### config.mk
export PLATFORM = sky130hd
export DESIGN_NAME = aeti_muldiv
export DESIGN_NICKNAME = d
export VERILOG_FILES = /design/src/design/aeti_pkg.sv /design/src/design/aeti_muldiv.sv
export SDC_FILE = /design/constraint.sdc
export NUM_CORES = 1
export LEC_CHECK = 0
export BUFFER_PORTS_ARGS = -buffer_cell sky130_fd_sc_hd__buf_2
export CORE_MARGIN = 4
export CORE_UTILIZATION = 25
export CTS_BUF_LIST = sky130_fd_sc_hd__clkbuf_4
export DETAILED_ROUTE_END_ITERATION = 16
export GPL_TIMING_DRIVEN = 0
export PLACE_DENSITY_LB_ADDON = 0.08
export REMOVE_ABC_BUFFERS = 1
export SYNTH_ARGS = -nofsm -noshare
export SYNTH_HDL_FRONTEND = slang
export SYNTH_SLANG_ARGS = --single-unit
### constraint.sdc
create_clock -name clk -period 6.99 [get_ports clk]
set_input_delay 1.0485 -clock clk [delete_from_list [all_inputs] [get_ports clk]]
set_output_delay 1.0485 -clock clk [all_outputs]
set_load 0.02 [all_outputs]
### src/design/aeti_pkg.sv
// Shared types, constants and codes for the azimuth/elevation track interpolator.
`default_nettype none

package aeti_pkg;

	localparam int TABLE_DEPTH = 1024;
	localparam int IDX_W       = $clog2(TABLE_DEPTH);
	localparam int CNT_W       = $clog2(TABLE_DEPTH + 1);
	localparam int TIME_W      = 48;
	localparam int AZ_W        = 25;
	localparam int EL_W        = 24;
	localparam int MAG_W       = 26;
	localparam int STEP_W      = $clog2(MAG_W);
	localparam int ANG_W       = 27;

	// Q.16 degrees
	localparam logic [AZ_W-1:0] DEG360 = AZ_W'(23592960);
	localparam logic [AZ_W-1:0] DEG180 = AZ_W'(11796480);

	typedef enum logic [1:0] {
		OP_CLEAR  = 2'd0,
		OP_APPEND = 2'd1,
		OP_QUERY  = 2'd2,
		OP_NOP    = 2'd3
	} op_t;

	typedef enum logic [1:0] {
		STAT_OK           = 2'd0,
		STAT_NOT_INCR     = 2'd1,
		STAT_FULL         = 2'd2,
		STAT_OUT_OF_TRACK = 2'd3
	} status_t;

	typedef struct packed {
		logic [TIME_W-1:0]      stamp;
		logic [AZ_W-1:0]        az;
		logic signed [EL_W-1:0] el;
	} point_t;

	typedef enum logic [1:0] {
		MD_IDLE,
		MD_MUL,
		MD_DIV
	} md_phase_t;

	typedef enum logic [3:0] {
		ST_IDLE,
		ST_APP_RD,
		ST_APP_CHK,
		ST_Q_RD0,
		ST_Q_RD1,
		ST_Q_CHK,
		ST_SRCH,
		ST_SRCH_CMP,
		ST_FETCH_LO,
		ST_FETCH_HI,
		ST_SPAN,
		ST_AZ_PREP,
		ST_AZ_RUN,
		ST_EL_PREP,
		ST_EL_RUN,
		ST_OUT
	} fsm_state_t;

endpackage

`default_nettype wire

### src/design/aeti_muldiv.sv
// Shared shift-add multiplier and restoring divider: quot = floor(mag * dt / span).
`default_nettype none

module aeti_muldiv
	import aeti_pkg::*;
(
	input  wire logic              clk,
	input  wire logic              arst_n,
	input  wire logic              start,
	input  wire logic [MAG_W-1:0]  mag,
	input  wire logic [TIME_W-1:0] dt,
	input  wire logic [TIME_W-1:0] span,
	output logic                   done,
	output logic [MAG_W-1:0]       quot
);

	md_phase_t          phase_q, phase_d;
	logic [STEP_W-1:0]  step_q;
	logic               done_q;
	logic [TIME_W-1:0]  hi_q;
	logic [MAG_W-1:0]   lo_q;
	logic [TIME_W-1:0]  dt_q;
	logic [TIME_W-1:0]  span_q;

	logic               last;
	logic [TIME_W:0]    op_a;
	logic [TIME_W:0]    op_b;
	logic [TIME_W+1:0]  sum;
	logic               ge;
	logic [TIME_W:0]    acc;

	assign last = (step_q == STEP_W'(MAG_W - 1));

	// one adder/subtractor serves both phases
	always_comb begin
		op_a = (phase_q == MD_MUL) ? {1'b0, hi_q} : {hi_q, lo_q[MAG_W-1]};
		op_b = {1'b0, (phase_q == MD_MUL) ? dt_q : span_q};
		if (phase_q == MD_MUL) begin
			sum = {1'b0, op_a} + {1'b0, op_b};
		end else begin
			sum = {1'b0, op_a} - {1'b0, op_b};
		end
		ge  = ~sum[TIME_W+1];
		acc = lo_q[0] ? sum[TIME_W:0] : {1'b0, hi_q};
	end

	always_comb begin
		phase_d = phase_q;
		case (phase_q)
			MD_IDLE: begin
				if (start) begin
					phase_d = MD_MUL;
				end
			end
			MD_MUL: begin
				if (last) begin
					phase_d = MD_DIV;
				end
			end
			MD_DIV: begin
				if (last) begin
					phase_d = MD_IDLE;
				end
			end
			default: phase_d = MD_IDLE;
		endcase
	end

	always_ff @(posedge clk or negedge arst_n) begin
		if (!arst_n) begin
			phase_q <= MD_IDLE;
			step_q  <= '0;
			done_q  <= 1'b0;
		end else begin
			phase_q <= phase_d;
			done_q  <= (phase_q == MD_DIV) && last;
			if (phase_q == MD_IDLE || last) begin
				step_q <= '0;
			end else begin
				step_q <= step_q + STEP_W'(1);
			end
		end
	end

	always_ff @(posedge clk) begin
		case (phase_q)
			MD_IDLE: begin
				if (start) begin
					hi_q   <= '0;
					lo_q   <= mag;
					dt_q   <= dt;
					span_q <= span;
				end
			end
			MD_MUL: begin
				hi_q <= acc[TIME_W:1];
				lo_q <= {acc[0], lo_q[MAG_W-1:1]};
			end
			MD_DIV: begin
				hi_q <= ge ? sum[TIME_W-1:0] : op_a[TIME_W-1:0];
				lo_q <= {lo_q[MAG_W-2:0], ge};
			end
			default: begin
				hi_q <= hi_q;
			end
		endcase
	end

	assign done = done_q;
	assign quot = lo_q;

endmodule

`default_nettype wire

Yosys cells after proc, flatten, opt, wreduce, memory -nomap -nowiden --
Index checks and enable logic that the tools add are counted.
Word-level totals: output and inout port bits 27, register bits 178, memories 0, RAM bits 0, ROM bits 0, latch bits 0, input port bits 125, word-level logic and storage cells 38
Cells by class: magnitude comparators 0, shifts and indexed selects 0, bitwise gates (word level) 1, reduce and logical (&&, ||, !) cells 7, divide/modulo/power cells 0, add/sub/neg operators 3, equal/unequal tests 6, multipliers 0, multiplexer cells 14
Operators with widths (number):
- 2-to-1 mux 48 bit | 3
- one-hot mux 48 bit (3 select lines) | 1
- 2-to-1 mux 49 bit | 2
- one-hot mux 26 bit (3 select lines) | 1
- adder 49 x 48 -> 50 bit | 1
- 2-to-1 mux 50 bit | 1
- subtractor 49 x 48 -> 50 bit | 1
- 2-to-1 mux 26 bit | 1
- 2-to-1 mux 2 bit | 3
- != test 2 bit, second input constant | 3
- one-hot mux 2 bit (3 select lines) | 1
- adder 5 x 1 -> 5 bit, second input constant | 1
- equality test 5 bit, second input constant | 1
- 2-to-1 mux 5 bit | 1
- AND reduction 2 bit | 2
- AND reduction 3 bit | 1
- nonzero test 3 bit | 1
- equality test 2 x 1 -> 1 bit, second input constant | 1
- equality test 2 bit, second input constant | 1
- zero test 2 bit | 1
- logical AND 1 bit | 1
- logical OR 1 bit | 1
- NOT 1 bit | 1

Depth between registers and ports, before layout --
Gate-level depths: netlist of the first run.
depth after elaboration 6, gate-level depth with buffers 34, depth with buffers taken out 23

Least setup slack after synthesis of the first run --
No wires, ideal clock.
path kind register -> register, start point register phase_q[1], end point register hi_q[44] (data pin), required time 6.729 ns, data arrival time 7.414 ns, cell stages (with the launch flop) 35, setup slack -0.685 ns, library setup time 0.261 ns, cell sequence dfrtp_1 inv_1 ha_1 buf_2 buf_2 buf_2 buf_2 buf_2 buf_2 buf_1 buf_1 buf_2 mux2i_1 ha_1 inv_1 a221oi_1 and4_1 and4_1 nand2_1 or3_1 nor2_1 xor2_1 o21ai_0 ha_1 clkbuf_1 a21o_1 a211o_1 o211ai_1 a21oi_1 nor4b_1 a21oi_2 xnor2_4 buf_6 o21ai_1 a221o_1
On the way: word-level cells in the longest chain between the ends 6
RTL lines:
- start, declared | line aeti_muldiv.sv:17 | md_phase_t phase_q, phase_d;
- start signal, assigned | line aeti_muldiv.sv:75 | phase_q <= phase_d;
- equality test 2 x 1 -> 1 bit
- 2-to-1 mux 49 bit or 2-to-1 mux 48 bit (tied branches) | line aeti_muldiv.sv:36, aeti_muldiv.sv:37
- subtractor 49 x 48 -> 50 bit or adder 49 x 48 -> 50 bit (tied branches) | line aeti_muldiv.sv:41, aeti_muldiv.sv:39
- 2-to-1 mux 50 bit | line aeti_muldiv.sv:38 | if (phase_q == MD_MUL) begin
- 2-to-1 mux 48 bit or 2-to-1 mux 49 bit (tied branches) | line aeti_muldiv.sv:100, aeti_muldiv.sv:44
- one-hot mux 48 bit (3 select lines) (*) | line aeti_muldiv.sv:86 | case (phase_q)
- end signal, assigned | line aeti_muldiv.sv:96 | hi_q <= acc[TIME_W:1];
- end signal, assigned | line aeti_muldiv.sv:100 | hi_q <= ge ? sum[TIME_W-1:0] : op_a[TIME_W-1:0];
- end signal, assigned | line aeti_muldiv.sv:104 | hi_q <= hi_q;
- end, declared | line aeti_muldiv.sv:20 | logic [TIME_W-1:0] hi_q;
Mark *: on every way between the ends. The rest lies on a longest branch, timed or not. A chain may end at the register's enable or synchronous reset.

Final worst setup path of the first run --
Ends and elaborated chain as after synthesis.

==> flow_metrics.py, run 1 <==
metrics = {
    "die": {
        "chipHeight_um": 235,
        "row_count": 83,
        "ios": 152,
        "die_x_um": 235,
        "die-area_um2": 55500,
        "start_util_pct": 25.2,
        "core_um2": 51300,
    },
    "route": {
        "ant_nets": 0,
        "drt-wirelength-per-cell_um": 20.2,
        "via_count": 10900,
        "first_pass_iters": 6,
        "route.final.wire_length_um": 43500,
        "drc": 0,
        "first_iter_violations": 648,
        "avgViaCountPerCell": 5.04,
    },
    "grt": {
        "grt_use_total_pct": 15.4,
        "antenna_found_initial": 10,
        "grt_overflow": 0,
        "first_global_vias": 10800,
        "grt_max_degree": 50,
        "grt_first_pass_wirelength_um": 66300,
    },
    "finish": {
        "nets": 1644,
        "final_area_um2": 15100,
        "drive_gt1_share_pct": 19.6,
        "area_delta_synth_final_pct": 17.0,
        "fillCellCount": 5542,
    },
    "synth": {
        "yosysMostFrequentCell": "edfxtp_1",
        "syn_area_per_cell_um2": 9.71,
        "yosysUniqueCellTypes": 70,
        "yosysTopAreaCellShare_pct": 39.5,
        "seq_area_frac_synth_pct": 41.0,
        "ys_seq_elements": 178,
        "netlist_instances": 1333,
        "dominantRegCellSynth": "edfxtp_1",
        "async_flop_share_pct": 4.49,
        "yosysWarnings": 0,
        "synth_common_cells": "edfxtp_1 (170), nand2_1 (127), nor2_1 (105)",
        "synth.area.top_cells": "edfxtp_1 (39%), mux2i_1 (6.3%), ha_1 (5.3%)",
        "synth_area_um2": 12900,
        "synth_top_cell_by_area": "edfxtp_1",
        "synth_enable_flop_cells": 170,
    },
    "run": {
        "cap_viol_max_count": 0,
    },
    "sta": {
        "setup_viol": 0,
        "period_minus_slack_ns": 6.67,
        "clock-skew-final_ns": 0.0393,
        "fin_ws_ns": 0.321,
        "maxSlewViolCount": 0,
        "maxSlewHeadroom_pct": 13.8,
        "hold_violations": 0,
        "max_freq_mhz": 150,
        "worst_pin_slew_ns": 1.29,
        "fin_crit_sh_pct": 95.4,
    },
    "clocking": {
        "clkSinkCount": 178,
        "ctsLongestPathBuffers": 2,
        "cts_max_level": 4,
        "cts_buffers": 17,
        "cts_tree": "built",
        "clk_latency_ns": 0.75,
        "path_clk_slew_ns": 0.17,
        "clock-root-buffer": "clkbuf_4",
    },
    "placed_design": {
        "portBuffers": 151,
        "place_ws_ns": -1.95,
        "hpwl_um": 32500,
        "gp_congestion": 0.837,
        "place_area_um2": 14600,
    },
    "worst_hold_path": {
        "hp-class": "input port to flip-flop",
    },
    "critical_path": {
        "r2r_cells": 24,
        "timing.rr.end": "hi_q[44]",
        "cp-endpoint": "hi_q[44]",
        "crit_type": "flip-flop to flip-flop",
        "end_kind": "flip-flop",
        "worst_ep_arrival_time_ns": 7.17,
        "regToRegSetupSlack_ns": 0.32,
        "cp_max_fo": 25,
        "crit_required_ns": 7.49,
        "rr_startpoint": "phase_q[1]",
        "critPathLaunch": "phase_q[1]",
        "cp-start-kind": "flip-flop",
    },
    "outcome": {
        "status": "complete, no violations",
    },
}
[layout make-up]
| class | count | area, um2 | share of cell area [%] |
|---|---|---|---|
| Antenna cell | 3 | 7.51 | 0.0496 |
| Clock buffer | 18 | 135 | 0.893 |
| Clock inverter | 14 | 113 | 0.744 |
| Inverter | 27 | 101 | 0.669 |
| Multi-Input combinational cell | 1056 | 7300 | 48.2 |
| Sequential cell | 178 | 5310 | 35.0 |
| Tap cell | 680 | 851 | 5.62 |
| Timing Repair Buffer | 183 | 1330 | 8.79 |
[worst min path at each step]
stage,to,cells after the start,startpoint
after CTS,dt_q[22],1,dt[22]
after global routing,span_q[10],1,span[10]
final,dt_q[22],1,dt[22]
after detailed placement,step_q[0],1,step_q[0]
after global placement,step_q[0],1,step_q[0]
after floorplan,step_q[0],1,step_q[0]
[state kept, by name (all words and copies together), names as in the netlist]
signal   flops
phase_q      2
span_q      48
done         1
step_q       5
dt_q        48
hi_q        48
quot        26
[metal layers]
layer,vias up,global-route usage [%],part of all wire (%)
met2,212,23.5,44
met3,55,4.03,4.4
met4,14,4.18,1.8
li1,5322,-,-
met1,5277,21.7,49
met5,-,0,0.19
[through the flow]
stage | hold slack [ns] | setup TNS, ns | util [%] | instances
after global placement | 0.496 | -796.09 | 27.7 | 2092
final | 0.475 | 0 | 29.5 | 2159
after detailed placement | 0.496 | -83.54 | 28.5 | 2108
after CTS | 0.325 | 0 | 29.3 | 2150
after global routing | 0.359 | -0.00266 | 29.5 | 2158
after floorplan | 0.460 | -185.36 | - | 1261
[logic make-up (layout without fill, tap and decap cells)]
| logic type | count (synthesis) | after routing | share of synthesized area (%) |
|---|---|---|---|
| buf+inv | 99 | 242 | 3.21 |
| compound gates | 371 | 371 | 18.2 |
| other cells | 0 | 3 | 0 |
| flops | 178 | 178 | 41.0 |
| xor+xnor | 89 | 89 | 6.17 |
| mux | 132 | 132 | 10.7 |
| simple gates | 408 | 408 | 15.2 |
| fa+ha+maj | 56 | 56 | 5.47 |
[critical path, cell delays in order (launching register included)]
cell	delay (ns)
dfrtp_1	0.43
inv_1	0.12
ha_4	0.24
buf_16	0.22
buf_16	0.18
or4b_2	0.63
o32ai_1	0.24
and4_4	0.35
and4_2	0.29
nand2_1	0.13
or3_1	0.50
nor2_1	0.16
xor2_1	0.08
o21ai_1	0.21
ha_2	0.38
a21o_1	0.21
a211o_1	0.29
o211ai_1	0.09
a21oi_1	0.15
a221oi_1	0.36
a21oi_2	0.11
xnor2_4	0.16
buf_4	0.26
and2_1	0.28
a221o_1	0.35
[layout by cell type, fill, tap and decap left out, drive strengths merged, types with 12 or more instances in the layout]
cell type,count
and3,12
clkbuf,20
buf,179
nand3,22
edfxtp,170
ha,55
xnor2,46
inv,30
mux2i,81
nor2,105
and2,12
a21o,27
mux2,51
o21a,13
a21oi,100
o22ai,35
a22oi,27
o21ai,84
nand4,15
nand2,127
nor3,39
xor2,43
or3,15
[timing repair]
item / in CTS / in global routing
buffers inserted: 8 / 4
resized for setup: 8 / 6
endpoints found under the hold margin: 8 / 0
gates cloned: 1 / 2
hold buffers: 1 / 0
setup endpoints to repair: 49 / 49
pin swaps: 2 / 3
Power of run 1 is not shown: default switching activity piles up to over one toggle a cycle in this logic, so the estimate is an artifact.
==> inputs of run 2 (changes only) <==
--- a/config.mk
+++ b/config.mk
@@ -5,8 +5,9 @@
 export SDC_FILE = /design/constraint.sdc
 export NUM_CORES = 1
 export LEC_CHECK = 0
+export ABC_AREA = 1
 export BUFFER_PORTS_ARGS = -buffer_cell sky130_fd_sc_hd__buf_2
-export CORE_MARGIN = 4
+export CORE_MARGIN = 2
 export CORE_UTILIZATION = 25
 export CTS_BUF_LIST = sky130_fd_sc_hd__clkbuf_4
 export DETAILED_ROUTE_END_ITERATION = 16
==> run 2 against run 1 <==
Cell area up 11%. Critical path depth up 7. Sequential share of layout area decreased by 3.5 points. Core utilization is 0.33 points lower. Synthesized cell count is 65% higher. Fmax up 3.5%. Via count rose by 30%. Non-clock buffer count decreased by 16. Die area is 8.3% higher.
==> flow_metrics.py, run 2 <==
metrics = {
    "outcome": {
        "status": "complete, no violations",
    },
    "synth": {
        "yosysWarnings": 0,
        "yosysUniqueCellTypes": 38,
        "yosysMostFrequentCell": "nand2_1",
        "yosysTopAreaCellShare_pct": 35.1,
        "synth_area_um2": 14500,
        "async_flop_share_pct": 4.49,
        "seq_area_frac_synth_pct": 36.5,
        "ys_seq_elements": 178,
        "synth_common_cells": "nand2_1 (773), inv_1 (351), a21oi_1 (193)",
        "synth_enable_flop_cells": 170,
        "syn_area_per_cell_um2": 6.61,
        "netlist_instances": 2199,
        "synth_top_cell_by_area": "edfxtp_1",
        "dominantRegCellSynth": "edfxtp_1",
        "synth.area.top_cells": "edfxtp_1 (35%), nand2_1 (20%), inv_1 (9.1%)",
    },
    "finish": {
        "area_delta_synth_final_pct": 15.7,
        "final_cell_mix": "nand2_1 (768), inv_1 (348), a21oi_1 (192), nor2_1 (180), edfxtp_1 (170)",
        "drive_gt1_share_pct": 9.84,
        "final_common_cell": "nand2_1",
        "seqCellArea_um2": 5310,
        "fillCellCount": 6478,
        "final_cells": 3097,
        "postLayoutCoreUtil_pct": 29.2,
        "largest_registers": "dt_q x48, hi_q x48, span_q x48",
        "nets": 2496,
        "multi_input_area_um2": 7750,
    },
    "critical_path": {
        "cp-start-kind": "flip-flop",
        "cp-endpoint": "hi_q[12]",
        "r2r_cells": 31,
        "crit_required_ns": 7.50,
        "path_depth": 31,
        "slowest_delay_ns": 0.52,
        "cp_max_fo": 51,
        "regToRegSetupSlack_ns": 0.55,
        "end_kind": "flip-flop",
        "cp_common_cell": "nand2_1",
        "critPathLaunch": "phase_q[1]",
        "crit_type": "flip-flop to flip-flop",
        "cp_top_family": "simple AND/OR/NAND/NOR gates",
        "timing.rr.end": "hi_q[12]",
        "rr_startpoint": "phase_q[1]",
        "cp_slowest_cell": "ha_1",
        "path_buf_inv": 9,
        "worst_ep_arrival_time_ns": 6.95,
    },
    "run": {
        "cap_viol_max_count": 0,
    },
    "clocking": {
        "clk_latency_ns": 0.75,
        "cts_buffers": 17,
        "path_clk_slew_ns": 0.19,
        "cts_tree": "built",
        "clock-root-buffer": "clkbuf_4",
        "cts_max_level": 4,
        "clkSinkCount": 178,
        "ctsLongestPathBuffers": 2,
    },
    "sta": {
        "clock-skew-final_ns": 0.0345,
        "fin_crit_sh_pct": 92.2,
        "hold_violations": 0,
        "maxSlewViolCount": 0,
        "maxSlewHeadroom_pct": 35.4,
        "period_minus_slack_ns": 6.44,
        "setup_tns_ns": 0,
        "setup_viol": 0,
        "grt_setup_unrepaired": "no",
        "finalHoldWorstSlack_ns": 0.453,
        "worst_pin_slew_ns": 0.969,
        "max_freq_mhz": 155,
    },
    "route": {
        "routed.top_layer": "met4",
        "drt-met1-wl_um": 25200,
        "ant_nets": 0,
        "drc": 0,
        "via_count": 14100,
        "wl_met2_um": 23900,
        "dr_wl_met3_um": 2200,
        "first_pass_iters": 5,
        "route.final.wire_length_um": 52500,
        "drt-wirelength-per-cell_um": 16.9,
        "avgViaCountPerCell": 4.57,
        "first_iter_violations": 881,
    },
    "die": {
        "chipHeight_um": 245,
        "row_count": 88,
        "ios": 152,
        "die_x_um": 245,
        "core_um2": 57600,
        "start_util_pct": 25.2,
        "die-area_um2": 60100,
    },
    "grt": {
        "grt_overflow": 0,
        "grt_use_total_pct": 17.2,
        "antenna_found_initial": 2,
        "first_global_vias": 13700,
        "grt_first_pass_wirelength_um": 79100,
        "grt_max_degree": 88,
    },
    "placed_design": {
        "place_inst": 3052,
        "hpwl_um": 39400,
        "gp_congestion": 0.877,
        "portBuffers": 151,
    },
    "worst_hold_path": {
        "hold_depth": 1,
        "hp-class": "input port to flip-flop",
    },
}
==> run 2: changes by cell type in the layout (fill, tap and decap cells not counted), moves of 51 or more <==
cell     delta
inv_1     +321
mux2i_1    -79
nand3_1   +130
mux2_2     -51
nand2_1   +643
a21oi_1    +94
nor2_1     +77
==> run 2: through the flow <==
| stage | setup slack [ns] | instance area [um2] |
|---|---|---|
| 2_1_floorplan | -2.34 | 14200 |
| 3_3_place_gp | -10.08 | 15900 |
| 3_5_place_dp | -0.895 | 16200 |
| 4_1_cts | 0.0552 | 16600 |
| 5_1_grt | 0.135 | 16800 |
| 6_report | 0.548 | 16800 |
==> run 2: final cells by class <==
cell class              instances  share of cell area [%]
clock inverters                15                    1.26
flip-flops and latches        178                    31.6
diodes                          4                  0.0596
inverters                     354                    7.97
clock buffers                  17                   0.759
multi-input cells            1597                    46.1
repair buffers                167                    6.60
well taps                     765                    5.70
==> run 2: routing by layer <==
metal,vias to the layer above,track usage (%)
li1,7262,-
met1,6564,23.7
met2,278,27.0
met3,39,3.23
met4,0,5.40
met5,-,0
==> run 2: how the worst min path moves through the flow <==
stage	to	from	slack, ns
after floorplan	step_q[0]	step_q[0]	0.46
after global placement	step_q[0]	step_q[0]	0.49
after detailed placement	step_q[0]	step_q[0]	0.50
after CTS	span_q[40]	span[40]	0.31
after global routing	dt_q[31]	dt[31]	0.32
final	span_q[35]	span[35]	0.45
==> run 2: worst reg2reg max path, delay by kind of cell, from the launching register on <==
kind | cells | cell delay (ns)
fa+ha+maj | 2 | 0.83
buf+inv | 9 | 1.28
simple gates | 17 | 2.85
flops | 1 | 0.46
compound gates | 3 | 0.79
==> run 2: repair_timing <==
action,CTS,global route
hold buffers,1,0
resized for setup,11,16
setup buffers,1,2
gates cloned,0,5
endpoints found under the setup margin,49,49
pin swaps,0,6
endpoints found under the hold margin,8,0
==> run 2: cells by family after synthesis <==
logic type               share of synthesized area [%]
multiplexers                                     0.138
flip-flops                                        36.5
AND/OR/NAND/NOR                                   32.7
AO/OA/AOI/OAI                                     11.5
buffers and inverters                             11.7
XOR/XNOR                                          2.65
adder cells (fa/ha/maj)                           4.87
Power of run 2 is left out for the same reason.
